--- src/hdl/tspf_pkg.sv ---
// ----------------------------------------------------------------------------
// Transport stream parser package
// Shared constants, register codes, state type and the command and status
// bundles between the controller and the datapath.
// ----------------------------------------------------------------------------
package tspf_pkg;

    // Packet and capture geometry
    localparam int PACKET_BYTES  = 188;
    localparam int CAPTURE_BYTES = 14;

    localparam int POS_W  = $clog2(PACKET_BYTES);
    localparam int CNT_W  = $clog2(CAPTURE_BYTES + 1);
    localparam int CAP_AW = $clog2(CAPTURE_BYTES);
    localparam int IDX_W  = 4;
    localparam int OFF_W  = 10;

    localparam logic [7:0] SYNC_BYTE = 8'h47;

    // Configuration port
    localparam int CFG_IDX_W  = 3;
    localparam int CFG_DATA_W = 13;

    localparam logic [CFG_IDX_W-1:0] CFG_FILTER_PID    = 3'd0;
    localparam logic [CFG_IDX_W-1:0] CFG_TABLE_ID      = 3'd1;
    localparam logic [CFG_IDX_W-1:0] CFG_BYTE3_MATCH   = 3'd2;
    localparam logic [CFG_IDX_W-1:0] CFG_BYTE4_MATCH_A = 3'd3;
    localparam logic [CFG_IDX_W-1:0] CFG_BYTE4_MATCH_B = 3'd4;
    localparam logic [CFG_IDX_W-1:0] CFG_REPORT_ALL    = 3'd5;

    localparam logic [12:0] RST_FILTER_PID = 13'd802;
    localparam logic [7:0]  RST_TABLE_ID   = 8'h3b;
    localparam logic [7:0]  RST_BYTE3      = 8'h00;
    localparam logic [7:0]  RST_BYTE4_A    = 8'h7d;
    localparam logic [7:0]  RST_BYTE4_B    = 8'h01;

    typedef enum logic [1:0] {
        ST_RUN,
        ST_DECIDE,
        ST_SUM,
        ST_DATA
    } state_t;

    typedef struct packed {
        logic             accept;
        logic             load_sum;
        logic             load_data;
        logic             last;
        logic [IDX_W-1:0] idx;
    } cmd_t;

    typedef struct packed {
        logic pkt_end;
        logic matched;
        logic report_all;
        logic out_free;
    } status_t;

endpackage

--- src/hdl/tspf_ctrl.sv ---
// ----------------------------------------------------------------------------
// Transport stream parser controller
// Sequences byte intake, the end-of-packet filter decision and the result beats.
// ----------------------------------------------------------------------------
module tspf_ctrl
    import tspf_pkg::*;
(
    input  logic    clk,
    input  logic    rst_n,
    input  logic    in_valid,
    output logic    in_ready,
    input  status_t sts,
    output cmd_t    cmd
);

    state_t           state_reg, state_next;
    logic [IDX_W-1:0] emit_idx_reg, emit_idx_next;

    always_ff @(posedge clk or negedge rst_n)
    begin
        if (!rst_n)
        begin
            state_reg    <= ST_RUN;
            emit_idx_reg <= '0;
        end
        else
        begin
            state_reg    <= state_next;
            emit_idx_reg <= emit_idx_next;
        end
    end

    always_comb
    begin
        state_next    = state_reg;
        emit_idx_next = emit_idx_reg;
        in_ready      = 1'b0;
        cmd           = '0;
        cmd.idx       = emit_idx_reg;
        case (state_reg)
            ST_RUN:
            begin
                in_ready   = 1'b1;
                cmd.accept = in_valid;
                if (in_valid && sts.pkt_end)
                begin
                    state_next = ST_DECIDE;
                end
            end
            ST_DECIDE:
            begin
                emit_idx_next = '0;
                if (sts.report_all)
                begin
                    state_next = ST_SUM;
                end
                else if (sts.matched)
                begin
                    state_next = ST_DATA;
                end
                else
                begin
                    state_next = ST_RUN;
                end
            end
            ST_SUM:
            begin
                if (sts.out_free)
                begin
                    cmd.load_sum = 1'b1;
                    cmd.last     = !sts.matched;
                    state_next   = sts.matched ? ST_DATA : ST_RUN;
                end
            end
            ST_DATA:
            begin
                if (sts.out_free)
                begin
                    cmd.load_data = 1'b1;
                    cmd.last      = (emit_idx_reg == IDX_W'(CAPTURE_BYTES - 1));
                    emit_idx_next = emit_idx_reg + IDX_W'(1);
                    if (cmd.last)
                    begin
                        emit_idx_next = '0;
                        state_next    = ST_RUN;
                    end
                end
            end
            default:
            begin
                state_next = ST_RUN;
            end
        endcase
    end

`ifndef SYNTH
    a_one_action: assert property (@(posedge clk) disable iff (!rst_n)
        $onehot0({cmd.accept, cmd.load_sum, cmd.load_data}))
        else $error("controller issued more than one action in a cycle");

    a_end_to_decide: assert property (@(posedge clk) disable iff (!rst_n)
        (cmd.accept && sts.pkt_end) |=> (state_reg == ST_DECIDE))
        else $error("packet end did not lead to the filter decision");

    a_last_beat_resumes: assert property (@(posedge clk) disable iff (!rst_n)
        (cmd.load_data && cmd.last) |=> (state_reg == ST_RUN && emit_idx_reg == '0))
        else $error("final section beat did not return to byte intake");
`endif

endmodule

--- src/hdl/tspf_dp.sv ---
// ----------------------------------------------------------------------------
// Transport stream parser datapath
// Header, adaptation and PCR decode, section capture, filter and output register.
// ----------------------------------------------------------------------------
module tspf_dp
    import tspf_pkg::*;
(
    input  logic                  clk,
    input  logic                  rst_n,
    input  logic [7:0]            in_byte,
    input  logic                  cfg_wr_en,
    input  logic [CFG_IDX_W-1:0]  cfg_index,
    input  logic [CFG_DATA_W-1:0] cfg_data,
    input  cmd_t                  cmd,
    output status_t               sts,
    input  logic                  out_ready,
    output logic                  out_valid,
    output logic                  kind,
    output logic [31:0]           packet_index,
    output logic [12:0]           packet_pid,
    output logic [6:0]            header_bits,
    output logic [3:0]            continuity,
    output logic [7:0]            adapt_flags,
    output logic [32:0]           pcr_base,
    output logic [8:0]            pcr_extension,
    output logic [12:0]           section_length,
    output logic [7:0]            data_byte,
    output logic [3:0]            byte_index,
    output logic                  last
);

    // Configuration
    logic [12:0] filter_pid_reg;
    logic [7:0]  table_id_reg, byte3_reg, byte4_a_reg, byte4_b_reg;
    logic        report_all_reg;

    // Packet state
    logic             in_packet_reg, in_packet_next;
    logic [POS_W-1:0] byte_pos_reg, byte_pos_next;
    logic [31:0]      packet_count_reg, packet_count_next;
    logic [12:0]      pid_reg, pid_next;
    logic [6:0]       header_reg, header_next;
    logic [3:0]       cc_reg, cc_next;
    logic [7:0]       adapt_len_reg, adapt_len_next;
    logic [7:0]       adapt_flag_reg, adapt_flag_next;
    logic [32:0]      pcr_base_reg, pcr_base_next;
    logic [8:0]       pcr_ext_reg, pcr_ext_next;
    logic [CNT_W-1:0] capture_count_reg, capture_count_next;
    logic [7:0]       capture_store_reg [CAPTURE_BYTES];

    // Output register
    logic        out_valid_reg, out_valid_next;
    logic        kind_reg;
    logic [31:0] packet_index_reg;
    logic [12:0] packet_pid_reg;
    logic [6:0]  header_bits_reg;
    logic [3:0]  continuity_reg;
    logic [7:0]  adapt_flags_reg;
    logic [32:0] pcr_base_out_reg;
    logic [8:0]  pcr_ext_out_reg;
    logic [12:0] section_length_reg;
    logic [7:0]  data_byte_reg;
    logic [3:0]  byte_index_reg;
    logic        last_reg;

    logic             adapt, unit_start, has_pcr;
    logic [POS_W-1:0] pos_p1;
    logic [OFF_W-1:0] cap_start, cap_off;
    logic             cap_hit;
    logic             matched;
    logic [12:0]      sec_len;

    assign pos_p1     = byte_pos_reg + POS_W'(1);
    assign adapt      = header_reg[1];
    assign unit_start = header_reg[5];
    assign has_pcr    = (adapt_len_reg != 8'd0) && adapt_flag_reg[4];

    assign cap_start = adapt ? (OFF_W'(6) + OFF_W'(adapt_len_reg)) : OFF_W'(5);
    assign cap_off   = OFF_W'(pos_p1) - cap_start;
    assign cap_hit   = in_packet_reg && unit_start && (pos_p1 >= POS_W'(4))
                     && (OFF_W'(pos_p1) >= cap_start)
                     && (cap_off < OFF_W'(CAPTURE_BYTES));

    assign matched = unit_start
                   && (capture_count_reg == CNT_W'(CAPTURE_BYTES))
                   && (pid_reg == filter_pid_reg)
                   && (capture_store_reg[0] == table_id_reg)
                   && (capture_store_reg[3] == byte3_reg)
                   && ((capture_store_reg[4] == byte4_a_reg)
                       || (capture_store_reg[4] == byte4_b_reg));

    assign sec_len = 13'({capture_store_reg[1][3:0], capture_store_reg[2]}) + 13'd3;

    always_comb
    begin
        sts.pkt_end    = in_packet_reg && (byte_pos_reg == POS_W'(PACKET_BYTES - 2));
        sts.matched    = matched;
        sts.report_all = report_all_reg;
        sts.out_free   = !out_valid_reg || out_ready;
    end

    // Byte decode
    always_comb
    begin
        in_packet_next     = in_packet_reg;
        byte_pos_next      = byte_pos_reg;
        packet_count_next  = packet_count_reg;
        pid_next           = pid_reg;
        header_next        = header_reg;
        cc_next            = cc_reg;
        adapt_len_next     = adapt_len_reg;
        adapt_flag_next    = adapt_flag_reg;
        pcr_base_next      = pcr_base_reg;
        pcr_ext_next       = pcr_ext_reg;
        capture_count_next = capture_count_reg;
        if (cmd.accept)
        begin
            if (!in_packet_reg)
            begin
                if (in_byte == SYNC_BYTE)
                begin
                    in_packet_next     = 1'b1;
                    byte_pos_next      = '0;
                    packet_count_next  = packet_count_reg + 32'd1;
                    pid_next           = '0;
                    header_next        = '0;
                    cc_next            = '0;
                    adapt_len_next     = '0;
                    adapt_flag_next    = '0;
                    pcr_base_next      = '0;
                    pcr_ext_next       = '0;
                    capture_count_next = '0;
                end
            end
            else
            begin
                byte_pos_next = pos_p1;
                if (pos_p1 == POS_W'(1))
                begin
                    pid_next    = {in_byte[4:0], 8'h00};
                    header_next = {in_byte[7:5], 4'h0};
                end
                else if (pos_p1 == POS_W'(2))
                begin
                    pid_next = {pid_reg[12:8], in_byte};
                end
                else if (pos_p1 == POS_W'(3))
                begin
                    header_next = {header_reg[6:4], in_byte[7:4]};
                    cc_next     = in_byte[3:0];
                end

                // Adaptation field, header complete by now
                if (adapt)
                begin
                    if (pos_p1 == POS_W'(4))
                    begin
                        adapt_len_next = in_byte;
                    end
                    else if (pos_p1 == POS_W'(5) && adapt_len_reg != 8'd0)
                    begin
                        adapt_flag_next = in_byte;
                    end
                    if (has_pcr)
                    begin
                        if (pos_p1 >= POS_W'(6) && pos_p1 <= POS_W'(9))
                        begin
                            pcr_base_next = {pcr_base_reg[24:0], in_byte};
                        end
                        else if (pos_p1 == POS_W'(10))
                        begin
                            pcr_base_next = {pcr_base_reg[31:0], in_byte[7]};
                            pcr_ext_next  = {in_byte[0], 8'h00};
                        end
                        else if (pos_p1 == POS_W'(11))
                        begin
                            pcr_ext_next = pcr_ext_reg | {1'b0, in_byte};
                        end
                    end
                end

                if (cap_hit)
                begin
                    capture_count_next = capture_count_reg + CNT_W'(1);
                end

                if (pos_p1 == POS_W'(PACKET_BYTES - 1))
                begin
                    in_packet_next = 1'b0;
                    byte_pos_next  = '0;
                end
            end
        end
    end

    assign out_valid_next = (cmd.load_sum || cmd.load_data) ? 1'b1
                          : (out_ready ? 1'b0 : out_valid_reg);

    always_ff @(posedge clk or negedge rst_n)
    begin
        if (!rst_n)
        begin
            filter_pid_reg    <= RST_FILTER_PID;
            table_id_reg      <= RST_TABLE_ID;
            byte3_reg         <= RST_BYTE3;
            byte4_a_reg       <= RST_BYTE4_A;
            byte4_b_reg       <= RST_BYTE4_B;
            report_all_reg    <= 1'b0;
            in_packet_reg     <= 1'b0;
            byte_pos_reg      <= '0;
            packet_count_reg  <= '0;
            pid_reg           <= '0;
            header_reg        <= '0;
            cc_reg            <= '0;
            adapt_len_reg     <= '0;
            adapt_flag_reg    <= '0;
            pcr_base_reg      <= '0;
            pcr_ext_reg       <= '0;
            capture_count_reg <= '0;
            out_valid_reg     <= 1'b0;
        end
        else
        begin
            if (cfg_wr_en)
            begin
                case (cfg_index)
                    CFG_FILTER_PID:    filter_pid_reg <= cfg_data;
                    CFG_TABLE_ID:      table_id_reg   <= cfg_data[7:0];
                    CFG_BYTE3_MATCH:   byte3_reg      <= cfg_data[7:0];
                    CFG_BYTE4_MATCH_A: byte4_a_reg    <= cfg_data[7:0];
                    CFG_BYTE4_MATCH_B: byte4_b_reg    <= cfg_data[7:0];
                    CFG_REPORT_ALL:    report_all_reg <= cfg_data[0];
                    default:           ;
                endcase
            end
            in_packet_reg     <= in_packet_next;
            byte_pos_reg      <= byte_pos_next;
            packet_count_reg  <= packet_count_next;
            pid_reg           <= pid_next;
            header_reg        <= header_next;
            cc_reg            <= cc_next;
            adapt_len_reg     <= adapt_len_next;
            adapt_flag_reg    <= adapt_flag_next;
            pcr_base_reg      <= pcr_base_next;
            pcr_ext_reg       <= pcr_ext_next;
            capture_count_reg <= capture_count_next;
            out_valid_reg     <= out_valid_next;
        end
    end

    // Capture store and result payload, no reset
    always_ff @(posedge clk)
    begin
        if (cmd.accept && cap_hit)
        begin
            capture_store_reg[cap_off[CAP_AW-1:0]] <= in_byte;
        end
        if (cmd.load_sum || cmd.load_data)
        begin
            kind_reg         <= cmd.load_data;
            packet_index_reg <= packet_count_reg;
            packet_pid_reg   <= pid_reg;
            header_bits_reg  <= header_reg;
            continuity_reg   <= cc_reg;
            adapt_flags_reg  <= adapt_flag_reg;
            pcr_base_out_reg <= pcr_base_reg;
            pcr_ext_out_reg  <= pcr_ext_reg;
            last_reg         <= cmd.last;
            if (cmd.load_data)
            begin
                section_length_reg <= sec_len;
                data_byte_reg      <= capture_store_reg[cmd.idx[CAP_AW-1:0]];
                byte_index_reg     <= cmd.idx;
            end
            else
            begin
                section_length_reg <= '0;
                data_byte_reg      <= '0;
                byte_index_reg     <= '0;
            end
        end
    end

    assign out_valid      = out_valid_reg;
    assign kind           = kind_reg;
    assign packet_index   = packet_index_reg;
    assign packet_pid     = packet_pid_reg;
    assign header_bits    = header_bits_reg;
    assign continuity     = continuity_reg;
    assign adapt_flags    = adapt_flags_reg;
    assign pcr_base       = pcr_base_out_reg;
    assign pcr_extension  = pcr_ext_out_reg;
    assign section_length = section_length_reg;
    assign data_byte      = data_byte_reg;
    assign byte_index     = byte_index_reg;
    assign last           = last_reg;

`ifndef SYNTH
    a_cap_bound: assert property (@(posedge clk) disable iff (!rst_n)
        capture_count_reg <= CNT_W'(CAPTURE_BYTES))
        else $error("capture count ran past the window");

    a_data_matched: assert property (@(posedge clk) disable iff (!rst_n)
        cmd.load_data |-> matched)
        else $error("section beat loaded without a filter match");
`endif

endmodule

--- src/hdl/ts_packet_parser_section_filter_unit.sv ---
// Throughput: one stream byte a cycle while inside or searching for a packet.
// At the last byte of a packet intake pauses for the filter decision, then
// one result beat a cycle while the output register is free (up to 1 + CAPTURE_BYTES).
// The first result of a packet is loaded into the output register after the decision state.
// Reset: asynchronous, active low; clears parser state and loads default filter settings.
// ----------------------------------------------------------------------------
// Transport stream packet parser with section filter
// Hunts for the sync byte, tracks each packet, decodes header, adaptation field
// and PCR, captures the first section bytes after the pointer byte and emits a
// packet summary when report-all is set and the captured run when the filter matches.
// ----------------------------------------------------------------------------
module ts_packet_parser_section_filter_unit
    import tspf_pkg::*;
(
    input  logic                  clk,
    input  logic                  rst_n,
    // Stream input
    input  logic                  in_valid,
    output logic                  in_ready,
    input  logic [7:0]            in_byte,
    // Configuration writes
    input  logic                  cfg_wr_en,
    input  logic [CFG_IDX_W-1:0]  cfg_index,
    input  logic [CFG_DATA_W-1:0] cfg_data,
    // Result output
    output logic                  out_valid,
    input  logic                  out_ready,
    output logic                  kind,
    output logic [31:0]           packet_index,
    output logic [12:0]           packet_pid,
    output logic [6:0]            header_bits,
    output logic [3:0]            continuity,
    output logic [7:0]            adapt_flags,
    output logic [32:0]           pcr_base,
    output logic [8:0]            pcr_extension,
    output logic [12:0]           section_length,
    output logic [7:0]            data_byte,
    output logic [3:0]            byte_index,
    output logic                  last
);

    // Commands flow from the controller, status flows back from the datapath.
    cmd_t    cmd;
    status_t sts;

    // Controller: takes a beat per cycle in the run state, holds off intake
    // while the summary and section beats of a finished packet drain.
    tspf_ctrl u_ctrl (
        .clk      (clk),
        .rst_n    (rst_n),
        .in_valid (in_valid),
        .in_ready (in_ready),
        .sts      (sts),
        .cmd      (cmd)
    );

    // Datapath: decode registers, capture store, filter compare and the
    // output register, which lets intake resume while the last beat waits.
    tspf_dp u_dp (
        .clk            (clk),
        .rst_n          (rst_n),
        .in_byte        (in_byte),
        .cfg_wr_en      (cfg_wr_en),
        .cfg_index      (cfg_index),
        .cfg_data       (cfg_data),
        .cmd            (cmd),
        .sts            (sts),
        .out_ready      (out_ready),
        .out_valid      (out_valid),
        .kind           (kind),
        .packet_index   (packet_index),
        .packet_pid     (packet_pid),
        .header_bits    (header_bits),
        .continuity     (continuity),
        .adapt_flags    (adapt_flags),
        .pcr_base       (pcr_base),
        .pcr_extension  (pcr_extension),
        .section_length (section_length),
        .data_byte      (data_byte),
        .byte_index     (byte_index),
        .last           (last)
    );

endmodule

--- config.mk ---
export PLATFORM = sky130hd
export DESIGN_NAME = ts_packet_parser_section_filter_unit
export DESIGN_NICKNAME = d
export VERILOG_FILES = /design/src/hdl/tspf_pkg.sv /design/src/hdl/tspf_ctrl.sv /design/src/hdl/tspf_dp.sv /design/src/hdl/ts_packet_parser_section_filter_unit.sv
export SDC_FILE = /design/constraint.sdc
export NUM_CORES = 1
export LEC_CHECK = 0
export ABC_CLOCK_PERIOD_IN_PS = 10000
export BUFFER_PORTS_ARGS = -buffer_cell sky130_fd_sc_hd__buf_4
export CAP_MARGIN = 30
export CORE_ASPECT_RATIO = 1.4
export CORE_UTILIZATION = 55
export DETAILED_ROUTE_END_ITERATION = 10
export PLACE_DENSITY = 0.77
export SETUP_SLACK_MARGIN = 0.15
export SKIP_CTS_REPAIR_TIMING = 1
export SKIP_LAST_GASP = 1
export SYNTH_ARGS = -nofsm -noshare
export SYNTH_HDL_FRONTEND = slang
export SYNTH_SLANG_ARGS = --single-unit
export TNS_END_PERCENT = 100
--- constraint.sdc ---
create_clock -name clk -period 10 [get_ports clk]
set_clock_uncertainty 0.15 [all_clocks]
set_input_delay 1 -clock clk [delete_from_list [all_inputs] [get_ports clk]]
set_output_delay 1 -clock clk [all_outputs]
set_load 0.02 [all_outputs]
=== After elaboration in Yosys (flattened, before gate mapping) ===
Memories as Yosys holds them, arrays and structs flattened. A register that Yosys moved wholly into a read port is not among the register bits.
Index checks and enable logic that the tools add are counted.

* Order comparisons: 5
* Bitwise gates (word level): 2
* Reductions and logical operators: 46
* Equality and inequality tests: 45
* $add $sub $neg: 7
* Mux-type cells: 65

{| class="wikitable"
|+ Operators with widths
! kind !! count
|-
| 33-bit two-way mux || 6
|-
| 8-bit two-way mux || 11
|-
| 9-bit two-way mux || 7
|-
| 4-bit two-way mux || 10
|-
| 13-bit two-way mux || 3
|-
| 32-bit by 1-bit adder with 32-bit output, second input constant || 1
|-
| 8-bit == test || 4
|-
| 7-bit two-way mux || 4
|-
| 2-bit inequality test, second input constant || 13
|-
| 8-bit by 2-bit == test with 1-bit output, second input constant || 2
|-
| 8-bit by 3-bit == test with 1-bit output, second input constant || 2
|-
| 8-bit by 4-bit == test with 1-bit output, second input constant || 2
|-
| 8-bit == test, second input constant || 2
|-
| 8-bit by 3-bit greater-or-equal comparator with 1-bit output, second input constant || 2
|-
| 2-bit AND reduction || 8
|-
| 1-bit logical AND || 15
|-
| 3-bit inequality test, second input constant || 5
|-
| 5-bit AND reduction || 3
|-
| 2-bit two-way mux || 7
|-
| 12-bit by 2-bit adder with 13-bit output, second input constant || 1
|-
| 13-bit == test || 1
|-
| 1-bit two-way mux || 13
|-
| 3-bit AND reduction || 4
|-
| 4-bit AND reduction || 3
|-
| other kinds (29) || 41
|}

* Memories kept: 1
* Bits in writable memories: 112
* Output and inout bits: 135
* Logic and storage cells: 204
* Input port bits: 29
* Flip-flop bits (word level): 305

{| class="wikitable"
|+ Memory list
! memory !! words !! bits a word !! read ports !! clocked after Yosys merged registers in !! write ports !! RTL line !! text
|-
| u_dp.capture_store_reg || 14 || 8 || 6 || 1 || 1 || tspf_dp.sv:49 || <nowiki>logic [7:0] capture_store_reg [CAPTURE_BYTES];</nowiki>
|}

=== Logic depth before layout (Yosys ltp) ===
Gate-level depths: netlist (run 1).

* Depth after elaboration: 9
* Gate-level depth with buffers: 13
* Gate-level depth less buffers: 12

=== Hierarchy ===
From an unflattened synthesis (run 1), not the netlist that was laid out.

* Cell total of the unflattened synthesis: 1,269
* Area total of the unflattened synthesis: 18,562.8 sq um

{| class="wikitable"
|+ By module, submodules not included
! module !! area an instance (sq um) !! cells each !! seq. area each (sq um) !! times used
|-
| tspf_dp || 18,152.4 || 1,220 || 12,211.7 || 1
|-
| tspf_ctrl || 410.4 || 49 || 150.1 || 1
|}

=== Worst setup path after synthesis (run 1) ===
No wires, ideal clock.

* Kind: input -> register
* From: in out_ready
* To: reg u_dp.data_byte_reg[0] (netlist: u_dp.data_byte[0]), read port of u_dp.capture_store_reg (data pin)
* Data required time: 9.687 ns
* Buffers on the path: 1
* Library setup time: 0.163 ns
* Cell stages on the path: 5
* Arrival time: 5.549 ns
* Path slack: 4.139 ns
* Path through: nand2b_1 -> nand2_1 -> inv_1 -> clkbuf_1 -> and3_1

* Word-level cells in the longest chain between the ends: 4
* Elaborated cells between the ends (all ways): 7
* Those cells by class: mux: 4; reduce/logical: 3

{| class="wikitable"
|+ Ends and longest elaborated chain
! item !! RTL line !! text
|-
| start, declared || ts_packet_parser_section_filter_unit.sv:27 || <nowiki>input logic out_ready,</nowiki>
|-
| 1-bit logical OR (*) || tspf_dp.sv:99 || <nowiki>sts.out_free = !out_valid_reg || out_ready;</nowiki>
|-
| 1-bit two-way mux / 2-bit two-way mux (equally long branches) || tspf_ctrl.sv:68, tspf_ctrl.sv:77 ||
|-
| 1-bit two-way mux || tspf_ctrl.sv:40 || <nowiki>case (state_reg)</nowiki>
|-
| 1-bit logical OR / 1-bit logical NOT (equally long branches) || - ||
|-
| end, declared || tspf_dp.sv:62 || <nowiki>logic [7:0] data_byte_reg;</nowiki>
|}

Mark *: on every way between the ends. The rest lies on a longest branch, timed or not.
A chain may end at the register's enable or synchronous reset.

=== Worst setup path after layout (run 1) ===
* From: reg u_dp.byte_pos_reg[0]
* To: mem u_dp.capture_store_reg[11][0] (enable)

* Word-level cells in the longest chain between the ends: 8
* Elaborated cells between the ends (all ways): 11
* Those cells by class: add/sub: 2; order compare: 3; mux: 2; reduce/logical: 4

{| class="wikitable"
|+ Ends and longest elaborated chain
! item !! RTL line !! text
|-
| start, declared || tspf_dp.sv:39 || <nowiki>logic [POS_W-1:0] byte_pos_reg, byte_pos_next;</nowiki>
|-
| start signal, assigned || tspf_dp.sv:237 || <nowiki>byte_pos_reg <= byte_pos_next;</nowiki>
|-
| 8-bit by 1-bit adder with 8-bit output (*) || tspf_dp.sv:73 || <nowiki>assign pos_p1 = byte_pos_reg + POS_W'(1);</nowiki>
|-
| branches (longest 7 deep; another with 8-bit by 10-bit subtractor with 10-bit output) || - ||
|-
| end, declared || tspf_dp.sv:49 ||
|}

Mark *: on every way between the ends.

==> results.json, run 1 <==
{
  "status": "finished clean",
  "topRoutingLayerUsed": "met4",
  "cts_buffer_depth": 3,
  "max_cap_viol_count": 0,
  "comb_power_share_pct": 14.4,
  "pwr-share-clk_pct": 36.2,
  "cts_tree": "yes",
  "multiInputGateArea_um2": 6200,
  "ir_drop_uv": 156,
  "cp_max_fo": 14,
  "dr.pass1.iters": 5,
  "detail-route-antenna-nets": 0,
  "tns_ns": 0,
  "regArea_um2": 12400,
  "antenna_found_initial": 0,
  "wl_met2_mm": 22.7,
  "hold-worst-slack_ns": 0.244,
  "ys_types": 70,
  "drc_errors": 0,
  "cts_buffers": 42,
  "die_x_um": 158,
  "first_global_vias": 11700,
  "fmax_ghz": 0.212,
  "cpPeakStageDelay_ns": 0.67,
  "grt_max_degree": 80,
  "drv_slew": 0,
  "power_switching_share_pct": 26.6,
  "finalPower_mw": 4.35,
  "syn_inst": 1299,
  "drt_iter0_drc": 983,
  "h-tree-depth": 2,
  "drive_gt1_share_pct": 27.0,
  "routed_wl_mm": 43.1,
  "syn_area_um2": 18800,
  "synth_edf_count": 261,
  "crit_arrival_ns": 4.81,
  "path_cells": "ha_1 -> xor2_1 -> ha_1 -> or2_2 -> o311a_1 -> o21a_1 -> o41ai_1 -> nand2_1 -> nor4_1 -> buf_2",
  "grt_usage_pct": 25.4,
  "rsz0062_at_grt": "false",
  "tightest_slew_ns": 0.992,
  "wl_met3_mm": 2.14,
  "yosysWarningCount": 0,
  "p_per_area_nw_per_um2": 197,
  "r2r-start": "u_dp.byte_pos_reg[0]$_DFFE_PN0P_",
  "gp_congestion": 0.944,
  "slew_headroom_pct": 33.3,
  "leakage_nw": 8.64,
  "yosysSeqAreaShare_pct": 65.7,
  "nets": 1543,
  "die-area_um2": 35000,
  "grt_overflow": 0,
  "largest_reg_flops": 128,
  "hp-class": "input pin to async pin",
  "syn_to_final_growth_pct": 17.2,
  "avgSynthCellArea_um2": 14.5,
  "fillers": 2403,
  "critPathBufInv": 1,
  "post-route-min-period_ns": 4.71,
  "crit_path_end_kind": "register",
  "switchingPower_mw": 1.15,
  "cp_top_family": "simple AND/OR/NAND/NOR gates",
  "via_per_inst": 5.89,
  "wl_met1_mm": 16.4,
  "criticalPathCategory": "register to register",
  "slowest_stage": "nor4_1",
  "clk_latency_ns": 0.56,
  "ios": 164,
  "crit_path_start_kind": "register",
  "cpMostUsedCell": "ha_1",
  "async_flop_share_pct": 40.8,
  "power_frac_seq_pct": 49.4,
  "synth-main-ff-cell": "edfxtp_1",
  "cts-root-buf": "clkbuf_16",
  "worstPathRequired_ns": 10.10,
  "ys_seq_elements": 441,
  "die_h_um": 221,
  "vias": 11600,
  "start_util_pct": 56.2,
  "avgRoutedWirePerCell_um": 21.9,
  "clk_pin_slew_ns": 0.06,
  "dp_hpwl_mm": 29.7,
  "rrSetupSlack_ns": 5.29,
  "grt_pass1_wl_mm": 66.7,
  "finalSetupViolCount": 0,
  "antenna_cells": 0,
  "finalCritPeriodShare_pct": 47.1,
  "crit_start": "u_dp.byte_pos_reg[0]$_DFFE_PN0P_",
  "p_int_mw": 3.19,
  "finalHoldViolCount": 0,
  "core_um2": 33500,
  "num_rows": 79,
  "cts.sinks": 441,
  "io_buffers": 163
}
[power by group through the flow]
stage / sequential, mW / clock [mW] / combinational, mW
floorplan: 2.13 / 0 / 0.480
global placement: 2.17 / 0 / 0.601
detailed placement: 2.18 / 0 / 0.620
CTS: 2.15 / 1.60 / 0.623
global route: 2.16 / 1.66 / 0.687
finish: 2.15 / 1.57 / 0.626
[cell families (layout without fill, tap and decap cells)]
kind of cell	after synthesis	after routing	share of synthesized area, %
compound gates	114	114	4.31
buf+inv	83	294	1.80
other cells	1	16	0.0199
xor+xnor	102	102	4.74
fa+ha+maj	21	21	1.44
simple gates	371	371	10.0
flops	441	441	65.7
mux	166	166	12.0
[metal layers]
| metal | track usage, % | vias up |
|---|---|---|
| met5 | 0 | - |
| met4 | 11.4 | 0 |
| met3 | 3.74 | 107 |
| met2 | 44.2 | 425 |
| met1 | 30.9 | 5823 |
| li1 | - | 5248 |
[worst reg2reg max path, delay by kind of cell, from the launching register on]
kind	cells	cell delay [ns]
compound gates	3	0.94
xor+xnor	1	0.13
fa+ha+maj	2	0.87
buf+inv	1	0.30
flops	1	0.60
simple gates	3	1.42
[cell type report]
class	instances	share of cell area, %
flip-flops and latches	441	56.0
inverters	24	0.431
repair buffers	194	6.77
clock buffers	53	5.18
clock inverters	23	0.986
multi-input cells	790	28.1
well taps	445	2.52
[per-stage QoR]
| stage | util (%) | instances | cell area, µm² | worst slack, ns |
|---|---|---|---|---|
| 2_1_floorplan | - | 1314 | 18900 | 4.14 |
| 3_5_place_dp | 61.7 | 1892 | 20700 | 5.43 |
| 5_1_grt | 65.9 | 1970 | 22100 | 5.03 |
| 4_1_cts | 65.8 | 1968 | 22000 | 5.37 |
| 3_3_place_gp | 61.5 | 1884 | 20600 | 5.22 |
| 6_report | 65.9 | 1970 | 22100 | 5.29 |
[placed cells by master, fill, tap and decap left out, types with 6 or more instances in the layout]
master / n
mux2i_1: 46
clkinv_2: 7
nand4b_1: 6
nand3_1: 41
clkbuf_16: 43
inv_1: 23
mux4_2: 40
a21oi_1: 10
xnor2_1: 80
ha_1: 20
and3_1: 22
a31oi_1: 13
edfxtp_1: 261
nor2_1: 52
buf_4: 185
nor3_1: 14
nand2_1: 134
clkbuf_1: 7
dfstp_2: 16
a22o_1: 11
dfrtp_1: 162
and2_1: 6
o311ai_0: 14
o21ai_0: 26
nor4_1: 21
xor2_1: 22
nor3b_1: 6
mux2_2: 80
nand4_1: 30
conb_1: 16
[final timing paths]
check,endpoint,cells after the start
max,u_dp.capture_store_reg[11][0]$_DFFE_PP_,10
min,u_dp.pcr_base_reg[1]$_DFFE_PN0P_,1
max reg2reg,u_dp.capture_store_reg[11][0]$_DFFE_PP_,10
min reg2reg,u_dp.continuity[1]$_DFFE_PP_,0
max in group asynchronous,u_ctrl.emit_idx_reg[0]$_DFFE_PN0P_,3
min in group clk,u_dp.continuity[1]$_DFFE_PP_,0
[cells in the mapped netlist, drive strengths merged, types with 20 or more instances]
library cell	n	area share, %
clkbuf	41	0.82
inv	24	0.48
and3	22	0.73
nand3	41	1.1
o21ai	26	0.69
edfxtp	261	42
nand2	134	2.7
mux4	40	4.8
xor2	22	1.0
nor2	52	1.0
mux2i	46	2.4
nor4	21	0.70
dfrtp	164	22
nand4	31	1.1
mux2	80	4.8
ha	20	1.3
xnor2	80	3.7
(Power assumes the default switching activity.)
==> run 2: changes to the inputs <==
ABC_CLOCK_PERIOD_IN_PS = 4100   (was 10000)
CORE_UTILIZATION = 54   (was 55)
PLACE_DENSITY = 0.79   (was 0.77)
clock period = 4.1 ns   (was 10 ns; I/O delays follow)
==> run 2 against run 1 <==
  * Largest power group unchanged
  * Register-to-register slack got worse by 4.9 ns
  * Non-clock buffer count rose by 25
  * Critical path type unchanged
  * Final area rose by 1.0%
  * Critical path depth rose by 1
  * Wire length rose by 4.7%
  * Critical endpoint is now u_dp.capture_store_reg[12][3]$_DFFE_PP_
  * Largest cell class unchanged
==> results.json, run 2 (synthesis results as in run 1) <==
{
  "status": "finished clean",
  "cts_tree": "yes",
  "crit_arrival_ns": 3.85,
  "detail-route-antenna-nets": 0,
  "routed_wl_mm": 45.1,
  "rrSetupSlack_ns": 0.35,
  "finalSetupViolCount": 0,
  "dr.pass1.iters": 5,
  "final_common_cell": "edfxtp_1",
  "vias": 11900,
  "p_per_area_nw_per_um2": 482,
  "grt_overflow": 0,
  "slew_headroom_pct": 39.4,
  "hp-class": "input pin to register",
  "leakage_nw": 8.70,
  "placed_area_um2": 20800,
  "num_rows": 80,
  "design_area_um2": 22300,
  "grt_usage_pct": 25.4,
  "criticalPathCategory": "register to register",
  "die-area_um2": 35600,
  "drc_errors": 0,
  "tightest_slew_ns": 0.904,
  "finalPower_mw": 10.7,
  "cts_buffers": 42,
  "cts.sinks": 441,
  "worstPathRequired_ns": 4.20,
  "grt_pass1_wl_mm": 68.6,
  "max_cap_viol_count": 0,
  "largest_reg_flops": 128,
  "syn_to_final_growth_pct": 18.4,
  "fmax_ghz": 0.267,
  "cp_max_fo": 9,
  "dp_hpwl_mm": 30.1,
  "ir_drop_uv": 332,
  "avgRoutedWirePerCell_um": 22.5,
  "drv_slew": 0,
  "drt_iter0_drc": 1135,
  "die_h_um": 223,
  "post-route-min-period_ns": 3.75,
  "crit_path_end_kind": "register",
  "via_per_inst": 5.96,
  "core_um2": 34200,
  "antenna_cells": 0,
  "die_x_um": 160,
  "cts-root-buf": "clkbuf_16",
  "h-tree-depth": 2,
  "ios": 164,
  "finalHoldViolCount": 0,
  "final_cell_mix": "261 x edfxtp_1, 208 x buf_4, 159 x dfrtp_1",
  "grt_max_degree": 144,
  "crit_path_start_kind": "register",
  "cts_buffer_depth": 3,
  "io_buffers": 163,
  "clk_pin_slew_ns": 0.06,
  "drive_gt1_share_pct": 27.6,
  "gp_congestion": 0.949,
  "clk_latency_ns": 0.55,
  "rsz0062_at_grt": "false",
  "first_global_vias": 11900,
  "fillers": 2367,
  "nets": 1569,
  "antenna_found_initial": 0,
  "finalCritPeriodShare_pct": 91.5,
  "start_util_pct": 55.0
}
## run 2: worst max-delay path, stage by stage (launching register included)
cell and delay, ns:
dfrtp_1 0.39, inv_1 0.10, ha_1 0.25, nor2_1 0.14, xor2_1 0.16, nand2_1 0.08, ha_1 0.37, a221oi_1 0.33
o2111ai_1 0.26, a2111o_2 0.64, nor4_1 0.35, buf_4 0.23
## run 2: path summary, 6_finish.rpt
path	from	endpoint	cells after the start
setup / recovery	u_dp.adapt_len_reg[1]$_DFFE_PN0P_	u_dp.capture_store_reg[12][3]$_DFFE_PP_	11
hold / removal	cfg_data[3]	u_dp.filter_pid_reg[3]$_DFFE_PN0P_	2
setup reg to reg	u_dp.adapt_len_reg[1]$_DFFE_PN0P_	u_dp.capture_store_reg[12][3]$_DFFE_PP_	11
hold reg to reg	u_dp.header_reg[4]$_DFFE_PN0P_	u_dp.header_bits[4]$_DFFE_PP_	0
max in group asynchronous	rst_n	u_dp.packet_count_reg[6]$_DFFE_PN0P_	3
min in group asynchronous	rst_n	u_dp.pcr_base_reg[1]$_DFFE_PN0P_	2
## run 2: cell type report
cell class	instances	area [µm²]	area share, %
Sequential cell	441	12400	55.5
Clock inverter	17	170	0.763
Timing Repair Buffer	219	1690	7.59
Tap cell	451	564	2.53
Clock buffer	60	1180	5.29
Multi-Input combinational cell	791	6230	27.9
Inverter	24	95.1	0.426
## run 2: per-stage QoR
stage	hold WS (ns)	cells	TNS, ns	util [%]	worst slack [ns]
after global routing	0.0144	2003	0	65.1	0.180
after detailed placement	0.284	1916	0	60.9	0.261
after CTS	-0.286	1993	0	64.8	0.232
after floorplan	-0.0356	1314	-26.65	-	-0.299
after global placement	0.282	1914	0	60.8	0.312
final	0.0151	2003	0	65.1	0.348
## run 2: metal layers
metal,wire [µm],up-vias,GRT usage (%)
li1,-,5309,-
met1,16900,6055,30.5
met2,23800,478,45.9
met3,2700,98,3.77
met4,1720,0,10.2
met5,0,-,0
## run 2: report_power, final
| part | total (mW) | switching (mW) | internal [mW] |
|---|---|---|---|
| Combinational | 1.69 | 0.997 | 0.696 |
| Clock | 3.83 | 1.63 | 2.20 |
| Sequential | 5.22 | 0.243 | 4.98 |
==> run 3: changes to the inputs <==
CTS_BUF_LIST = sky130_fd_sc_hd__clkbuf_8 sky130_fd_sc_hd__clkbuf_16   (was default)
SKIP_CTS_REPAIR_TIMING = default   (was 1)
==> run 3 against run 2 <==
  * Non-clock buffer count stayed put
  * Total power fell by 0.22%
  * Clock power about the same
  * Setup slack better by 0.0018 ns
  * Critical path depth increased by 1
  * Global-route usage is 0.066 points higher
  * Largest power group unchanged
  * Register-to-register slack hardly changed
  * Sequential share of layout area stayed put
  * Final area unchanged
==> results.json, run 3 (synthesis results as in run 1) <==
{
  "slew_headroom_pct": 39.9,
  "detail-route-antenna-nets": 0,
  "die_x_um": 160,
  "p_per_area_nw_per_um2": 481,
  "dp_slack_ns": 0.261,
  "avgRoutedWirePerCell_um": 22.5,
  "vias": 12000,
  "gp_congestion": 0.949,
  "comb_power_share_pct": 15.8,
  "worstPathRequired_ns": 4.20,
  "finalPower_mw": 10.7,
  "clk_pin_slew_ns": 0.07,
  "final_common_cell": "edfxtp_1",
  "dr.pass1.iters": 5,
  "ir_drop_uv": 332,
  "syn_to_final_growth_pct": 18.4,
  "grt_pass1_wl_mm": 68.8,
  "cp_top_family": "simple AND/OR/NAND/NOR gates",
  "rsz0062_at_grt": "false",
  "switchingPower_mw": 2.88,
  "post-route-util_pct": 65.1,
  "p_int_mw": 7.84,
  "crit_arrival_ns": 3.85,
  "routed_wl_mm": 45.2,
  "design_area_um2": 22300,
  "cts.sinks": 441,
  "status": "finished clean",
  "finalSetupViolCount": 0,
  "io_buffers": 163,
  "cts_setup_buffers": 0,
  "die_h_um": 223,
  "num_rows": 80,
  "fillers": 2367,
  "drc_errors": 0,
  "power_frac_seq_pct": 48.7,
  "critPathBufInv": 3,
  "tns_ns": 0,
  "drt_iter0_drc": 1121,
  "hold-worst-slack_ns": 0.0137,
  "antenna_cells": 0,
  "cts_buffers": 42,
  "grt_max_degree": 144,
  "grtUsageMet3_pct": 3.72,
  "dp_hpwl_mm": 30.1,
  "placed_area_um2": 20800,
  "largest_reg_flops": 128,
  "slowest_stage": "dfrtp_2",
  "cts-root-buf": "clkbuf_16",
  "cts_buffer_depth": 3,
  "leakage_nw": 8.75,
  "grt_usage_pct": 25.5,
  "nets": 1569,
  "cp_max_fo": 14,
  "cpPeakStageDelay_ns": 0.48,
  "antenna_found_initial": 0,
  "fmax_ghz": 0.267,
  "via_per_inst": 5.99,
  "crit_path_end_kind": "register",
  "grt_overflow": 0,
  "power_switching_share_pct": 26.8,
  "clk_latency_ns": 0.55,
  "tightest_slew_ns": 0.896,
  "post-place-cells": 1916,
  "criticalPathCategory": "register to register",
  "top_usage_layer": "met2",
  "cpMostUsedCell": "buf_4",
  "drv_slew": 0,
  "finalHoldViolCount": 0,
  "gr-usage-met2_pct": 46.1,
  "hp-class": "input pin to register",
  "core_um2": 34200,
  "cts_tree": "yes",
  "pwr-share-clk_pct": 35.5,
  "setup_slack_ns": 0.350,
  "die-area_um2": 35600,
  "grtUsageMet1_pct": 30.6,
  "post-route-min-period_ns": 3.75,
  "first_global_vias": 12000,
  "final_cell_mix": "261 x edfxtp_1, 208 x buf_4, 159 x dfrtp_1",
  "path_cells": "ha_1 -> buf_4 -> xor2_1 -> ha_1 -> or2_2 -> o311a_1 -> o31ai_1 -> a211o_1 -> nand2_1 -> buf_4 -> nor4_1 -> buf_4",
  "finalCritPeriodShare_pct": 91.5,
  "h-tree-depth": 2,
  "drive_gt1_share_pct": 27.6,
  "ios": 164,
  "start_util_pct": 55.0,
  "max_cap_viol_count": 0,
  "crit_path_start_kind": "register",
  "layout.cells.non_filler": 2003
}
[run 3: cell types whose count changed in the layout (fill, tap and decap cells not counted), sizes merged]
cell / delta
clkbuf: -13
inv: +13
[run 3: worst reg2reg max path: stages (launching register included)]
cell and delay (ns):
dfrtp_2 0.48, ha_1 0.22, buf_4 0.18, xor2_1 0.17, ha_1 0.37, or2_2 0.31
o311a_1 0.15, o31ai_1 0.33, a211o_1 0.24, nand2_1 0.07, buf_4 0.21, nor4_1 0.37
buf_4 0.23
[run 3: repair_timing]
action,in CTS,in global routing
endpoints found under the setup margin,0,112
hold endpoints to repair,72,0
hold buffers,8,0
gates resized for setup,0,6
[run 3: metal layers]
metal  vias to the layer above  part of all wire, %
met5                         -                    0
met4                         0                  3.8
met3                        98                  6.5
met2                       529                   53
met1                      6059                   37
li1                       5307                    -
[run 3: final timing paths]
kind	depth (start not counted)	from	slack, ns	end
hold / removal	2	cfg_data[3]	0.01	u_dp.filter_pid_reg[3]$_DFFE_PN0P_
hold reg to reg	0	u_dp.pcr_base_reg[32]$_DFFE_PN0P_	0.30	u_dp.pcr_base[32]$_DFFE_PP_
min in group asynchronous	2	rst_n	0.27	u_dp.pcr_base_reg[1]$_DFFE_PN0P_
setup reg to reg	12	u_dp.byte_pos_reg[1]$_DFFE_PN0P_	0.35	u_dp.capture_store_reg[12][3]$_DFFE_PP_
max in group asynchronous	3	rst_n	2.59	u_dp.packet_count_reg[6]$_DFFE_PN0P_
setup / recovery	12	u_dp.byte_pos_reg[1]$_DFFE_PN0P_	0.35	u_dp.capture_store_reg[12][3]$_DFFE_PP_
[run 3: area by class of cell]
cell class / count / area [µm²] / area share, %
Sequential cell: 441 / 12400 / 55.5
Inverter: 24 / 95.1 / 0.426
Clock buffer: 47 / 1130 / 5.07
Timing Repair Buffer: 219 / 1690 / 7.59
Clock inverter: 30 / 219 / 0.982
Tap cell: 451 / 564 / 2.53
Multi-Input combinational cell: 791 / 6230 / 27.9
[run 3: power groups by stage]
stage	logic, mW	clock network, mW	registers (mW)
detailed placement	1.61	0	5.30
finish	1.69	3.80	5.22
floorplan	1.17	0	5.20
global placement	1.58	0	5.28
CTS	1.64	3.86	5.21
global route	1.83	4.01	5.24
